--- src/nnds_pkg.sv ---
// shared types, constants and the normalization table for the downscaler
`default_nettype none
package nnds_pkg;

    localparam int MAX_DIMENSION_DEF      = 4096;
    localparam int NORM_FRACTION_BITS_DEF = 15;

    localparam int CFG_W     = 13;
    localparam int CFG_IDX_W = 2;

    localparam logic [CFG_W-1:0] SRC_WIDTH_RST  = CFG_W'(1280);
    localparam logic [CFG_W-1:0] SRC_HEIGHT_RST = CFG_W'(720);
    localparam logic [CFG_W-1:0] DST_WIDTH_RST  = CFG_W'(640);
    localparam logic [CFG_W-1:0] DST_HEIGHT_RST = CFG_W'(640);

    localparam int S_TDATA_W = 24;
    localparam int M_TDATA_W = 96;
    localparam int POS_OUT_W = 12;
    localparam int OFF_OUT_W = 24;
    localparam int NORM_W    = 16;

    typedef enum logic [CFG_IDX_W-1:0] {
        REG_SRC_WIDTH  = 2'd0,
        REG_SRC_HEIGHT = 2'd1,
        REG_DST_WIDTH  = 2'd2,
        REG_DST_HEIGHT = 2'd3
    } cfg_reg_t;

    typedef struct packed {
        logic [CFG_W-1:0] src_width;
        logic [CFG_W-1:0] src_height;
        logic [CFG_W-1:0] dst_width;
        logic [CFG_W-1:0] dst_height;
    } cfg_t;

    typedef struct packed {
        logic keep;
        logic done;
    } sel_flags_t;

    typedef logic [255:0][NORM_W-1:0] norm_lut_t;

    // round(v * 2^frac / 255) for every byte value, built at elaboration
    function automatic norm_lut_t norm_table(input int frac_bits);
        norm_lut_t         lut;
        longint unsigned   num;
        for (int v = 0; v < 256; v++) begin
            num    = (longint'(v) << (frac_bits + 1)) + 64'd255;
            lut[v] = NORM_W'(num / 64'd510);
        end
        return lut;
    endfunction

endpackage
`default_nettype wire

--- src/nnds_select.sv ---
// source/target counters and accumulators deciding which source pixels are kept
`default_nettype none
module nnds_select #(
    parameter int MAX_DIMENSION = nnds_pkg::MAX_DIMENSION_DEF,
    localparam int TGT_W = $clog2(MAX_DIMENSION + 1)
) (
    input  wire logic                 aclk,
    input  wire logic                 aresetn,
    input  wire logic                 step,
    input  wire logic                 frame_start,
    input  wire nnds_pkg::cfg_t       cfg,
    output nnds_pkg::sel_flags_t      flags,
    output logic [TGT_W-1:0]          row,
    output logic [TGT_W-1:0]          col
);

    localparam int SRC_W = $clog2(MAX_DIMENSION);
    localparam int CMP_W = ((TGT_W > nnds_pkg::CFG_W) ? TGT_W : nnds_pkg::CFG_W) + 1;
    localparam int ACC_W = SRC_W + nnds_pkg::CFG_W + 1;
    localparam logic [CMP_W-1:0] MAX_DIM_C = CMP_W'(MAX_DIMENSION);

    logic [SRC_W-1:0] sc_reg, sr_reg, sc, sr, sc_next, sr_next;
    logic [TGT_W-1:0] tc_reg, tr_reg, tc, tr, tc_next, tr_next;
    logic [ACC_W-1:0] cacc_reg, cbase_reg, racc_reg, rbase_reg;
    logic [ACC_W-1:0] cacc, cbase, racc, rbase;
    logic [ACC_W-1:0] cacc_next, cbase_next, racc_next, rbase_next;

    logic [CMP_W-1:0] src_w_c, src_h_c, dst_w_c, dst_h_c, sc_inc, sr_inc;
    logic             row_sel, col_sel, row_end, frame_end;

    // frame start clears the counters ahead of this pixel
    always_comb begin
        sc    = frame_start ? '0 : sc_reg;
        sr    = frame_start ? '0 : sr_reg;
        tc    = frame_start ? '0 : tc_reg;
        tr    = frame_start ? '0 : tr_reg;
        cacc  = frame_start ? '0 : cacc_reg;
        cbase = frame_start ? '0 : cbase_reg;
        racc  = frame_start ? '0 : racc_reg;
        rbase = frame_start ? '0 : rbase_reg;
    end

    assign src_w_c = CMP_W'(cfg.src_width);
    assign src_h_c = CMP_W'(cfg.src_height);
    assign dst_w_c = CMP_W'(cfg.dst_width);
    assign dst_h_c = CMP_W'(cfg.dst_height);
    assign sc_inc  = CMP_W'(sc) + CMP_W'(1);
    assign sr_inc  = CMP_W'(sr) + CMP_W'(1);

    assign row_sel = (CMP_W'(tr) < dst_h_c) && (CMP_W'(tr) < MAX_DIM_C)
                  && (racc < rbase + ACC_W'(cfg.dst_height));
    assign col_sel = (CMP_W'(tc) < dst_w_c) && (CMP_W'(tc) < MAX_DIM_C)
                  && (cacc < cbase + ACC_W'(cfg.dst_width));
    assign row_end   = (sc_inc >= src_w_c) || (sc_inc >= MAX_DIM_C);
    assign frame_end = (sr_inc >= src_h_c) || (sr_inc >= MAX_DIM_C);

    assign flags.keep = row_sel && col_sel;
    assign flags.done = (CMP_W'(tr) + CMP_W'(1) == dst_h_c)
                     && (CMP_W'(tc) + CMP_W'(1) == dst_w_c);
    assign row = tr;
    assign col = tc;

    always_comb begin
        sc_next    = sc;
        sr_next    = sr;
        tc_next    = tc;
        tr_next    = tr;
        cacc_next  = cacc;
        cbase_next = cbase;
        racc_next  = racc;
        rbase_next = rbase;
        if (flags.keep) begin
            tc_next   = tc + TGT_W'(1);
            cacc_next = cacc + ACC_W'(cfg.src_width);
        end
        if (!row_end) begin
            sc_next    = sc + SRC_W'(1);
            cbase_next = cbase + ACC_W'(cfg.dst_width);
        end else begin
            sc_next    = '0;
            cbase_next = '0;
            tc_next    = '0;
            cacc_next  = '0;
            if (frame_end) begin
                sr_next    = '0;
                tr_next    = '0;
                racc_next  = '0;
                rbase_next = '0;
            end else begin
                sr_next    = sr + SRC_W'(1);
                rbase_next = rbase + ACC_W'(cfg.dst_height);
                if (row_sel) begin
                    tr_next   = tr + TGT_W'(1);
                    racc_next = racc + ACC_W'(cfg.src_height);
                end
            end
        end
    end

    always_ff @(posedge aclk) begin
        if (!aresetn) begin
            sc_reg    <= '0;
            sr_reg    <= '0;
            tc_reg    <= '0;
            tr_reg    <= '0;
            cacc_reg  <= '0;
            cbase_reg <= '0;
            racc_reg  <= '0;
            rbase_reg <= '0;
        end else if (step) begin
            sc_reg    <= sc_next;
            sr_reg    <= sr_next;
            tc_reg    <= tc_next;
            tr_reg    <= tr_next;
            cacc_reg  <= cacc_next;
            cbase_reg <= cbase_next;
            racc_reg  <= racc_next;
            rbase_reg <= rbase_next;
        end
    end

endmodule
`default_nettype wire

--- src/nearest_neighbor_downscale_normalize.sv ---
// top level: nearest-neighbour pixel selection, plane offset and q1.15 normalization
// a kept pixel passes through stage 1 and the output register before it shows on m_tvalid
// throughput: one source pixel per cycle while s_tready is high; the counter/accumulator update runs once per beat
// dropped pixels leave no result
// reset: synchronous, active low; clears counters and valid flags, geometry back to
// 1280x720 source and 640x640 destination
`default_nettype none
module nearest_neighbor_downscale_normalize #(
    parameter int MAX_DIMENSION      = nnds_pkg::MAX_DIMENSION_DEF,
    parameter int NORM_FRACTION_BITS = nnds_pkg::NORM_FRACTION_BITS_DEF
) (
    input  wire logic                             aclk,
    input  wire logic                             aresetn,
    // configuration writes
    input  wire logic                             cfg_valid,
    output logic                                  cfg_ready,
    input  wire logic [nnds_pkg::CFG_IDX_W-1:0]   cfg_index,
    input  wire logic [nnds_pkg::CFG_W-1:0]       cfg_data,
    // source pixels
    input  wire logic                             s_tvalid,
    output logic                                  s_tready,
    input  wire logic [nnds_pkg::S_TDATA_W-1:0]   s_tdata,  // red_in, green_in, blue_in
    input  wire logic                             s_tuser,  // frame_start
    // kept pixels
    output logic                                  m_tvalid,
    input  wire logic                             m_tready,
    // dst_row, dst_col, plane_offset, red_norm, green_norm, blue_norm
    output logic [nnds_pkg::M_TDATA_W-1:0]        m_tdata,
    output logic                                  m_tlast   // frame_done
);

    localparam int TGT_W = $clog2(MAX_DIMENSION + 1);
    localparam int POS_W = (TGT_W > nnds_pkg::POS_OUT_W) ? TGT_W : nnds_pkg::POS_OUT_W;
    localparam int PROD_W = TGT_W + nnds_pkg::CFG_W + 1;
    localparam int OFF_W = (PROD_W > nnds_pkg::OFF_OUT_W) ? PROD_W : nnds_pkg::OFF_OUT_W;
    localparam nnds_pkg::norm_lut_t NORM_LUT = nnds_pkg::norm_table(NORM_FRACTION_BITS);

    // geometry registers, always ready
    nnds_pkg::cfg_t cfg_reg;

    assign cfg_ready = 1'b1;

    always_ff @(posedge aclk) begin
        if (!aresetn) begin
            cfg_reg.src_width  <= nnds_pkg::SRC_WIDTH_RST;
            cfg_reg.src_height <= nnds_pkg::SRC_HEIGHT_RST;
            cfg_reg.dst_width  <= nnds_pkg::DST_WIDTH_RST;
            cfg_reg.dst_height <= nnds_pkg::DST_HEIGHT_RST;
        end else if (cfg_valid) begin
            unique case (nnds_pkg::cfg_reg_t'(cfg_index))
                nnds_pkg::REG_SRC_WIDTH:  cfg_reg.src_width  <= cfg_data;
                nnds_pkg::REG_SRC_HEIGHT: cfg_reg.src_height <= cfg_data;
                nnds_pkg::REG_DST_WIDTH:  cfg_reg.dst_width  <= cfg_data;
                nnds_pkg::REG_DST_HEIGHT: cfg_reg.dst_height <= cfg_data;
                default: ;
            endcase
        end
    end

    // pipeline handshake: stage 1 holds a kept pixel, the output register parts the sides
    logic s1_valid_reg, s1_valid_next;
    logic m_valid_reg, m_valid_next;
    logic out_load, s1_move, accept;

    assign out_load = !m_valid_reg || m_tready;
    assign s1_move  = s1_valid_reg && out_load;
    assign s_tready = !s1_valid_reg || out_load;
    assign accept   = s_tvalid && s_tready;

    // selection counters step once per accepted beat
    nnds_pkg::sel_flags_t sel;
    logic [TGT_W-1:0]     sel_row, sel_col;

    nnds_select #(
        .MAX_DIMENSION (MAX_DIMENSION)
    ) u_select (
        .aclk        (aclk),
        .aresetn     (aresetn),
        .step        (accept),
        .frame_start (s_tuser),
        .cfg         (cfg_reg),
        .flags       (sel),
        .row         (sel_row),
        .col         (sel_col)
    );

    // stage 1: position and raw bytes of a kept pixel
    logic [TGT_W-1:0]              s1_row_reg, s1_col_reg;
    logic [nnds_pkg::S_TDATA_W-1:0] s1_rgb_reg;
    logic                          s1_done_reg;

    always_comb begin
        s1_valid_next = s1_valid_reg;
        if (accept) begin
            s1_valid_next = sel.keep;
        end else if (s1_move) begin
            s1_valid_next = 1'b0;
        end
    end

    always_ff @(posedge aclk) begin
        if (!aresetn) begin
            s1_valid_reg <= 1'b0;
        end else begin
            s1_valid_reg <= s1_valid_next;
        end
    end

    always_ff @(posedge aclk) begin
        if (accept && sel.keep) begin
            s1_row_reg  <= sel_row;
            s1_col_reg  <= sel_col;
            s1_rgb_reg  <= s_tdata;
            s1_done_reg <= sel.done;
        end
    end

    // stage 2: planar offset (one small multiply) and table normalization
    logic [POS_W-1:0]               row_ext, col_ext;
    logic [OFF_W-1:0]               off_full;
    logic [nnds_pkg::NORM_W-1:0]    red_norm, green_norm, blue_norm;
    logic [nnds_pkg::M_TDATA_W-1:0] m_data_next;
    logic [nnds_pkg::M_TDATA_W-1:0] m_data_reg;
    logic                           m_last_reg;

    assign row_ext  = POS_W'(s1_row_reg);
    assign col_ext  = POS_W'(s1_col_reg);
    assign off_full = OFF_W'(s1_row_reg) * OFF_W'(cfg_reg.dst_width) + OFF_W'(s1_col_reg);

    assign red_norm   = NORM_LUT[s1_rgb_reg[7:0]];
    assign green_norm = NORM_LUT[s1_rgb_reg[15:8]];
    assign blue_norm  = NORM_LUT[s1_rgb_reg[23:16]];

    assign m_data_next = {blue_norm, green_norm, red_norm,
                          off_full[nnds_pkg::OFF_OUT_W-1:0],
                          col_ext[nnds_pkg::POS_OUT_W-1:0],
                          row_ext[nnds_pkg::POS_OUT_W-1:0]};

    assign m_valid_next = out_load ? s1_valid_reg : m_valid_reg;

    always_ff @(posedge aclk) begin
        if (!aresetn) begin
            m_valid_reg <= 1'b0;
        end else begin
            m_valid_reg <= m_valid_next;
        end
    end

    always_ff @(posedge aclk) begin
        if (s1_move) begin
            m_data_reg <= m_data_next;
            m_last_reg <= s1_done_reg;
        end
    end

    assign m_tvalid = m_valid_reg;
    assign m_tdata  = m_data_reg;
    assign m_tlast  = m_last_reg;

endmodule
`default_nettype wire

--- config.mk ---
export PLATFORM = sky130hd
export DESIGN_NAME = nearest_neighbor_downscale_normalize
export DESIGN_NICKNAME = d
export VERILOG_FILES = /design/src/nnds_pkg.sv /design/src/nnds_select.sv /design/src/nearest_neighbor_downscale_normalize.sv
export SDC_FILE = /design/constraint.sdc
export NUM_CORES = 1
export LEC_CHECK = 0
export ABC_AREA = 1
export BUFFER_PORTS_ARGS = -buffer_cell sky130_fd_sc_hd__buf_2
export CAP_MARGIN = 20
export CORE_ASPECT_RATIO = 1.4
export CORE_UTILIZATION = 30
export CTS_CLUSTER_SIZE = 40
export DETAILED_ROUTE_END_ITERATION = 6
export SLEW_MARGIN = 20
export SYNTH_ARGS = -nofsm -noshare
export SYNTH_HDL_FRONTEND = slang
export SYNTH_SLANG_ARGS = --single-unit
--- constraint.sdc ---
create_clock -name aclk -period 16.4 [get_ports aclk]
set_clock_uncertainty 0.05 [all_clocks]
set_input_delay 3.28 -clock aclk [delete_from_list [all_inputs] [get_ports aclk]]
set_output_delay 3.28 -clock aclk [all_outputs]
set_load 0.05 [all_outputs]
# == Word level (Yosys, flattened, before mapping) ==
# Memories as Yosys holds them, arrays and structs flattened. A register that Yosys moved wholly into a read port is not among the register bits.
# Index checks and enable logic that the tools add are counted.
# word_totals
rom_bits,12288
regBits,356
wordCells,105
mem_count,3
input_bits,45
# op_classes
magnitude_cmp,13
mux,29
n_addsub,13
eq_ne,5
mul,1
n_reduce_logical,21
# memory_table
name,words,word_bits,rd,rd_clocked_by_memory_dff,wr,line,rtl
(no name shown),256,16,1,1,0,nearest_neighbor_downscale_normalize.sv:132,assign blue_norm = NORM_LUT[s1_rgb_reg[23:16]];
(no name shown),256,16,1,1,0,nearest_neighbor_downscale_normalize.sv:131,assign green_norm = NORM_LUT[s1_rgb_reg[15:8]];
(no name shown),256,16,1,1,0,nearest_neighbor_downscale_normalize.sv:130,assign red_norm = NORM_LUT[s1_rgb_reg[7:0]];
# op_table
op,count
two-way mux 26 bit,12
adder 26 x 13 -> 26 bit,4
two-way mux 13 bit,7
two-way mux 12 bit,5
less-than comparator 26 bit,2
two-way mux 16 bit,3
"adder 13 x 1 -> 14 bit, second input constant",2
== test 14 x 13 -> 1 bit,2
>= comparator 14 x 13 -> 1 bit,2
">= comparator 14 x 13 -> 1 bit, second input constant",2
"less-than comparator 8 x 9 -> 1 bit, second input constant",3
"adder 12 x 1 -> 13 bit, second input constant",2
"adder 13 x 1 -> 13 bit, second input constant",2
less-than comparator 13 bit,2
"less-than comparator 13 bit, second input constant",2
"adder 12 x 1 -> 12 bit, second input constant",2
adder 24 x 13 -> 24 bit,1
multiplier 13 x 13 -> 24 bit,1
logical AND 1 bit,9
AND reduction 2 bit,4
"== test 2 bit, second input constant",2
logical OR 1 bit,4
"== test 2 x 1 -> 1 bit, second input constant",1
zero test 1 bit,2
3 further kinds,4

# == Longest topological paths before layout ==
# depth
ltp_word,7
depth_mapped,37
ltp_nobuf,31

# == Modules after synthesis ==
# Synthesis repeated with hierarchy kept, for this count alone.
# unflattened
cells_unflattened,4181
hier_area_um2,29776.1
# by_module_without_submodules
mod,area_each_um2,cells_each,instances
nnds_select,16070.4,2696,1
nearest_neighbor_downscale_normalize,13705.6,1485,1

# == Least setup slack after synthesis ==
# OpenSTA, ideal clock, no wires.
# synth_path
kind,input-to-reg
start,input port s_tuser
end,"register s1_col_reg[0], in the netlist col_ext[0], enable pin"
path_slack_ns,7.560
arrival_time_ns,8.384
path_stages,33
required_ns,15.945
cell_sequence,buf_6 buf_2 buf_2 buf_2 clkbuf_1 clkbuf_1 nor2_1 ha_1 fa_1 nand2_1 inv_1 nand2_1 nand2_1 nand3_1 nand2_1 nand2_1 o211ai_2 nand2_1 xor2_1 inv_1 ha_1 nand2_1 inv_1 nand2_1 nand2_1 nand2_1 nand2_1 a21oi_1 nand2_1 nor2_1 clkbuf_1 nand3_1 inv_1
# synth_via
elab_chain_cells,6
# synth_rtl
element,line,rtl
"start, declared",nearest_neighbor_downscale_normalize.sv:23,"input wire logic s_tuser,"
"two-way mux 26 bit, or another cell as far along",nnds_select.sv:40,rbase = frame_start ? '0 : rbase_reg;
"adder 26 x 13 -> 26 bit, or another cell as far along",nnds_select.sv:51,&& (racc < rbase + ACC_W'(cfg.dst_height));
"less-than comparator 26 bit, or another cell as far along",nnds_select.sv:51,
logical AND 1 bit (on tied branches),"nnds_select.sv:51, nnds_select.sv:53",
logical AND 1 bit (*),nnds_select.sv:57,assign flags.keep = row_sel && col_sel;
logical AND 1 bit (*),nearest_neighbor_downscale_normalize.sv:110,if (accept && sel.keep) begin
"end signal, assigned",nearest_neighbor_downscale_normalize.sv:112,s1_col_reg <= sel_col;
"end, declared",nearest_neighbor_downscale_normalize.sv:88,"logic [TGT_W-1:0] s1_row_reg, s1_col_reg;"
# Every way passes the cells marked *; elsewhere a longest branch is shown, timed or not.
# A chain may end at the register's enable or synchronous reset.

# == Worst setup path after layout ==
# layout_path
start,input port s_tuser
end,"register s1_rgb_reg[2] (netlist name), enable pin"
# layout_via
elab_chain_cells,6
# layout_rtl
element,line,rtl
"two-way mux 26 bit, or another cell as far along",nnds_select.sv:40,
"adder 26 x 13 -> 26 bit, or another cell as far along",nnds_select.sv:51,
"less-than comparator 26 bit, or another cell as far along",nnds_select.sv:51,
logical AND 1 bit (on tied branches),"nnds_select.sv:51, nnds_select.sv:53",
logical AND 1 bit (*),nnds_select.sv:57,
logical AND 1 bit (*),nearest_neighbor_downscale_normalize.sv:110,
"end signal, assigned",nearest_neighbor_downscale_normalize.sv:113,s1_rgb_reg <= s_tdata;
"end, declared",nearest_neighbor_downscale_normalize.sv:89,logic [nnds_pkg::S_TDATA_W-1:0] s1_rgb_reg;
# Marked as above.

==> impl_metrics.json <==
{
  "status": "finished clean",
  "largest_reg_flops": 96,
  "htree_levels": 2,
  "critPathTopFamily": "buffers and inverters",
  "final_layout_size_suffix_gt1_share_pct": 6.90,
  "synth.avg_cell_area_um2": 7.27,
  "synth.area.mux_share_pct": 0,
  "period_share_pct": 56.5,
  "gp_congestion": 0.885,
  "reg2reg_depth": 18,
  "yosysSeqAreaShare_pct": 29.7,
  "firstDrtPassIters": 6,
  "tightestPinTransition_ps": 967,
  "drc": 0,
  "dp_cells": 5232,
  "critPathLaunch": "s_tuser",
  "synth_top_area_share_pct": 15.4,
  "min_period_ps": 9260,
  "drtAntennaViolNets": 0,
  "drtIter0Drc": 1508,
  "syn_nets": 4410,
  "syn_to_final_growth_pct": 11.4,
  "worstPathArrival_ps": 9420,
  "antenna_found_initial": 0,
  "syn-cell-area_mm2": 0.0289,
  "critPathSlowestCell": "buf_4",
  "cts_sinks": 356,
  "finish.utilization_pct": 33.8,
  "synth_ff_type": "dfxtp_1",
  "end_kind": "register",
  "die_area_mm2": 0.0978,
  "whs_path_depth": 2,
  "worst-path-stages": 27,
  "wirelength_um": 83200,
  "synth_cells": 3983,
  "finalPower_mw": 5.29,
  "yosys_warnings": 0,
  "peakVddDrop_v": 0.000168,
  "r2r_slack_ps": 10100,
  "synth-simple-area-share_pct": 25.1,
  "swShare_pct": 46.5,
  "synthArstFlopShare_pct": 0,
  "maxSlewHeadroom_pct": 35.0,
  "synthDistinctLibCells": 56,
  "grt_pass1_wl_um": 132000,
  "dp_hpwl_um": 62900,
  "p_comb_share_pct": 53.0,
  "cts_tree": "built",
  "worst-path-buf-inv": 8,
  "worstReg2RegStart": "row_ext[3]",
  "start_kind": "primary input",
  "crit_required_ps": 16560,
  "ys_ff_latch": 356,
  "hold_viol_final": 0,
  "cts_made_buffers": 43,
  "postCtsHoldBufs": 0,
  "synthDominantAreaCellType": "edfxtp_1",
  "maxCapViolations": 0,
  "p_leak_nw": 15.5,
  "post_cts_buffers": 0,
  "min_to": "u_select.sc_reg[6]",
  "synth_compound_area_share_pct": 9.35,
  "cp_max_fo": 65,
  "vias_per_cell": 4.80,
  "grt_max_degree": 78,
  "synth_area_leaders": "edfxtp_1, dfxtp_1, nand2_1",
  "tns_ps": 0,
  "criticalPathCategory": "primary input to register",
  "worstHoldStart": "u_select.sc_reg[6]",
  "synth_xor_area_share_pct": 4.01,
  "final_cells": 5312,
  "io_pins": 145,
  "r2r-end": "m_tdata[46]",
  "detail_route.wl_per_cell_um": 15.7,
  "num_vias": 25500,
  "core_area_mm2": 0.0954,
  "die_w_um": 265,
  "clk_pin_slew_ps": 60,
  "fp-row-count": 134,
  "seqPwrFrac_pct": 27.3,
  "grt_use_total_pct": 16.9,
  "cpPeakStageDelay_ps": 710,
  "hold_slack_ps": 413,
  "power.internal_mw": 2.83,
  "clock_path_buffers": 3,
  "cts_resized": 0,
  "setup_viol": 0,
  "yosysMostFrequentCell": "nand2_1",
  "rsz0062_at_grt": "false",
  "clkPwrFrac_pct": 19.7,
  "cts_root_buffer": "clkbuf_16",
  "max_freq_ghz": 0.108,
  "numPortBuffers": 143,
  "hold_path.class": "register to register",
  "power_switching_mw": 2.46,
  "grt-ovfl-total": 0,
  "synth_edf_count": 148,
  "nets": 4480,
  "p_per_area_mw_per_mm2": 164,
  "antenna_cells": 0,
  "synth_top_family_by_area": "simple AND/OR/NAND/NOR gates",
  "timing.final.max_slew_violations": 0,
  "clock_latency_ps": 610,
  "dieHeight_um": 370,
  "initial_core_util_pct": 30.3,
  "cpMostUsedCell": "nand2_1",
  "grt_pass1_vias": 24820,
  "synth.top_cells.by_count": "nand2_1, inv_1, a21oi_1",
  "synth_fa_ha_area_share_pct": 20.0
}
through the flow:
step | cell area (um^2) | setup WS, ps
floorplan | 28900 | 7560
global placement | 30700 | 6620
detailed placement | 30700 | 6530
CTS | 32200 | 7180
global route | 32200 | 6610
finish | 32200 | 7140
cells by family after synthesis:
kind of cell	after synthesis
and+or+nand+nor	1733
buffers and inverters	873
AOI/OAI and AO/OA	511
adders and majority gates	382
DFF	356
xor gates and xnor gates	127
other	1
cells in the final DEF, fill, tap and decap left out, types with 17 or more instances in the layout:
cell / instances
a21oi_1: 316
buf_2: 142
buf_4: 18
clkbuf_16: 44
dfxtp_1: 208
edfxtp_1: 148
fa_1: 133
ha_1: 249
inv_1: 732
nand2_1: 1008
nand3_1: 273
nand4_1: 56
nor2_1: 294
nor2_2: 17
nor3_1: 32
o21ai_0: 124
xnor2_1: 32
xor2_1: 91
worst max-delay path by stage:
stage                    endpoint  slack [ps]
floorplan              col_ext[0]        7560
global placement    s1_rgb_reg[8]        6620
detailed placement  s1_rgb_reg[9]        6530
CTS                 s1_rgb_reg[4]        7180
global route        s1_rgb_reg[2]        6610
finish              s1_rgb_reg[2]        7140
metal layers:
metal  global-route usage [%]  wire length, um  vias to the layer above
li1                         -                -                    12753
met1                     20.1            34900                    11933
met2                     30.8            41300                      656
met3                     1.92             3880                      158
met4                     6.86             3090                        0
met5                        0                0                        -
area by class of cell:
type | count | area (um^2)
Sequential cell | 356 | 8610
Multi-Input combinational cell | 2754 | 17000
Clock inverter | 27 | 373
Fill cell | 10099 | 63200
Inverter | 738 | 2780
Timing Repair Buffer | 160 | 846
Tap cell | 1224 | 1530
Clock buffer | 53 | 1140
tightest hold or removal path, cell delays in order (launching register included):
cell	delay, ps
dfxtp_1	310
nand2_1	60
a21oi_1	50
power by group through the flow:
stage	combinational [mW]	sequential [mW]	clock, mW
after floorplan	2.01	1.57	0
after global placement	2.81	1.46	0
after detailed placement	2.83	1.47	0
after CTS	2.85	1.45	1.07
after global routing	3.21	1.46	1.11
final	2.81	1.44	1.05
No activity file was read; power rests on OpenSTA's default activity.
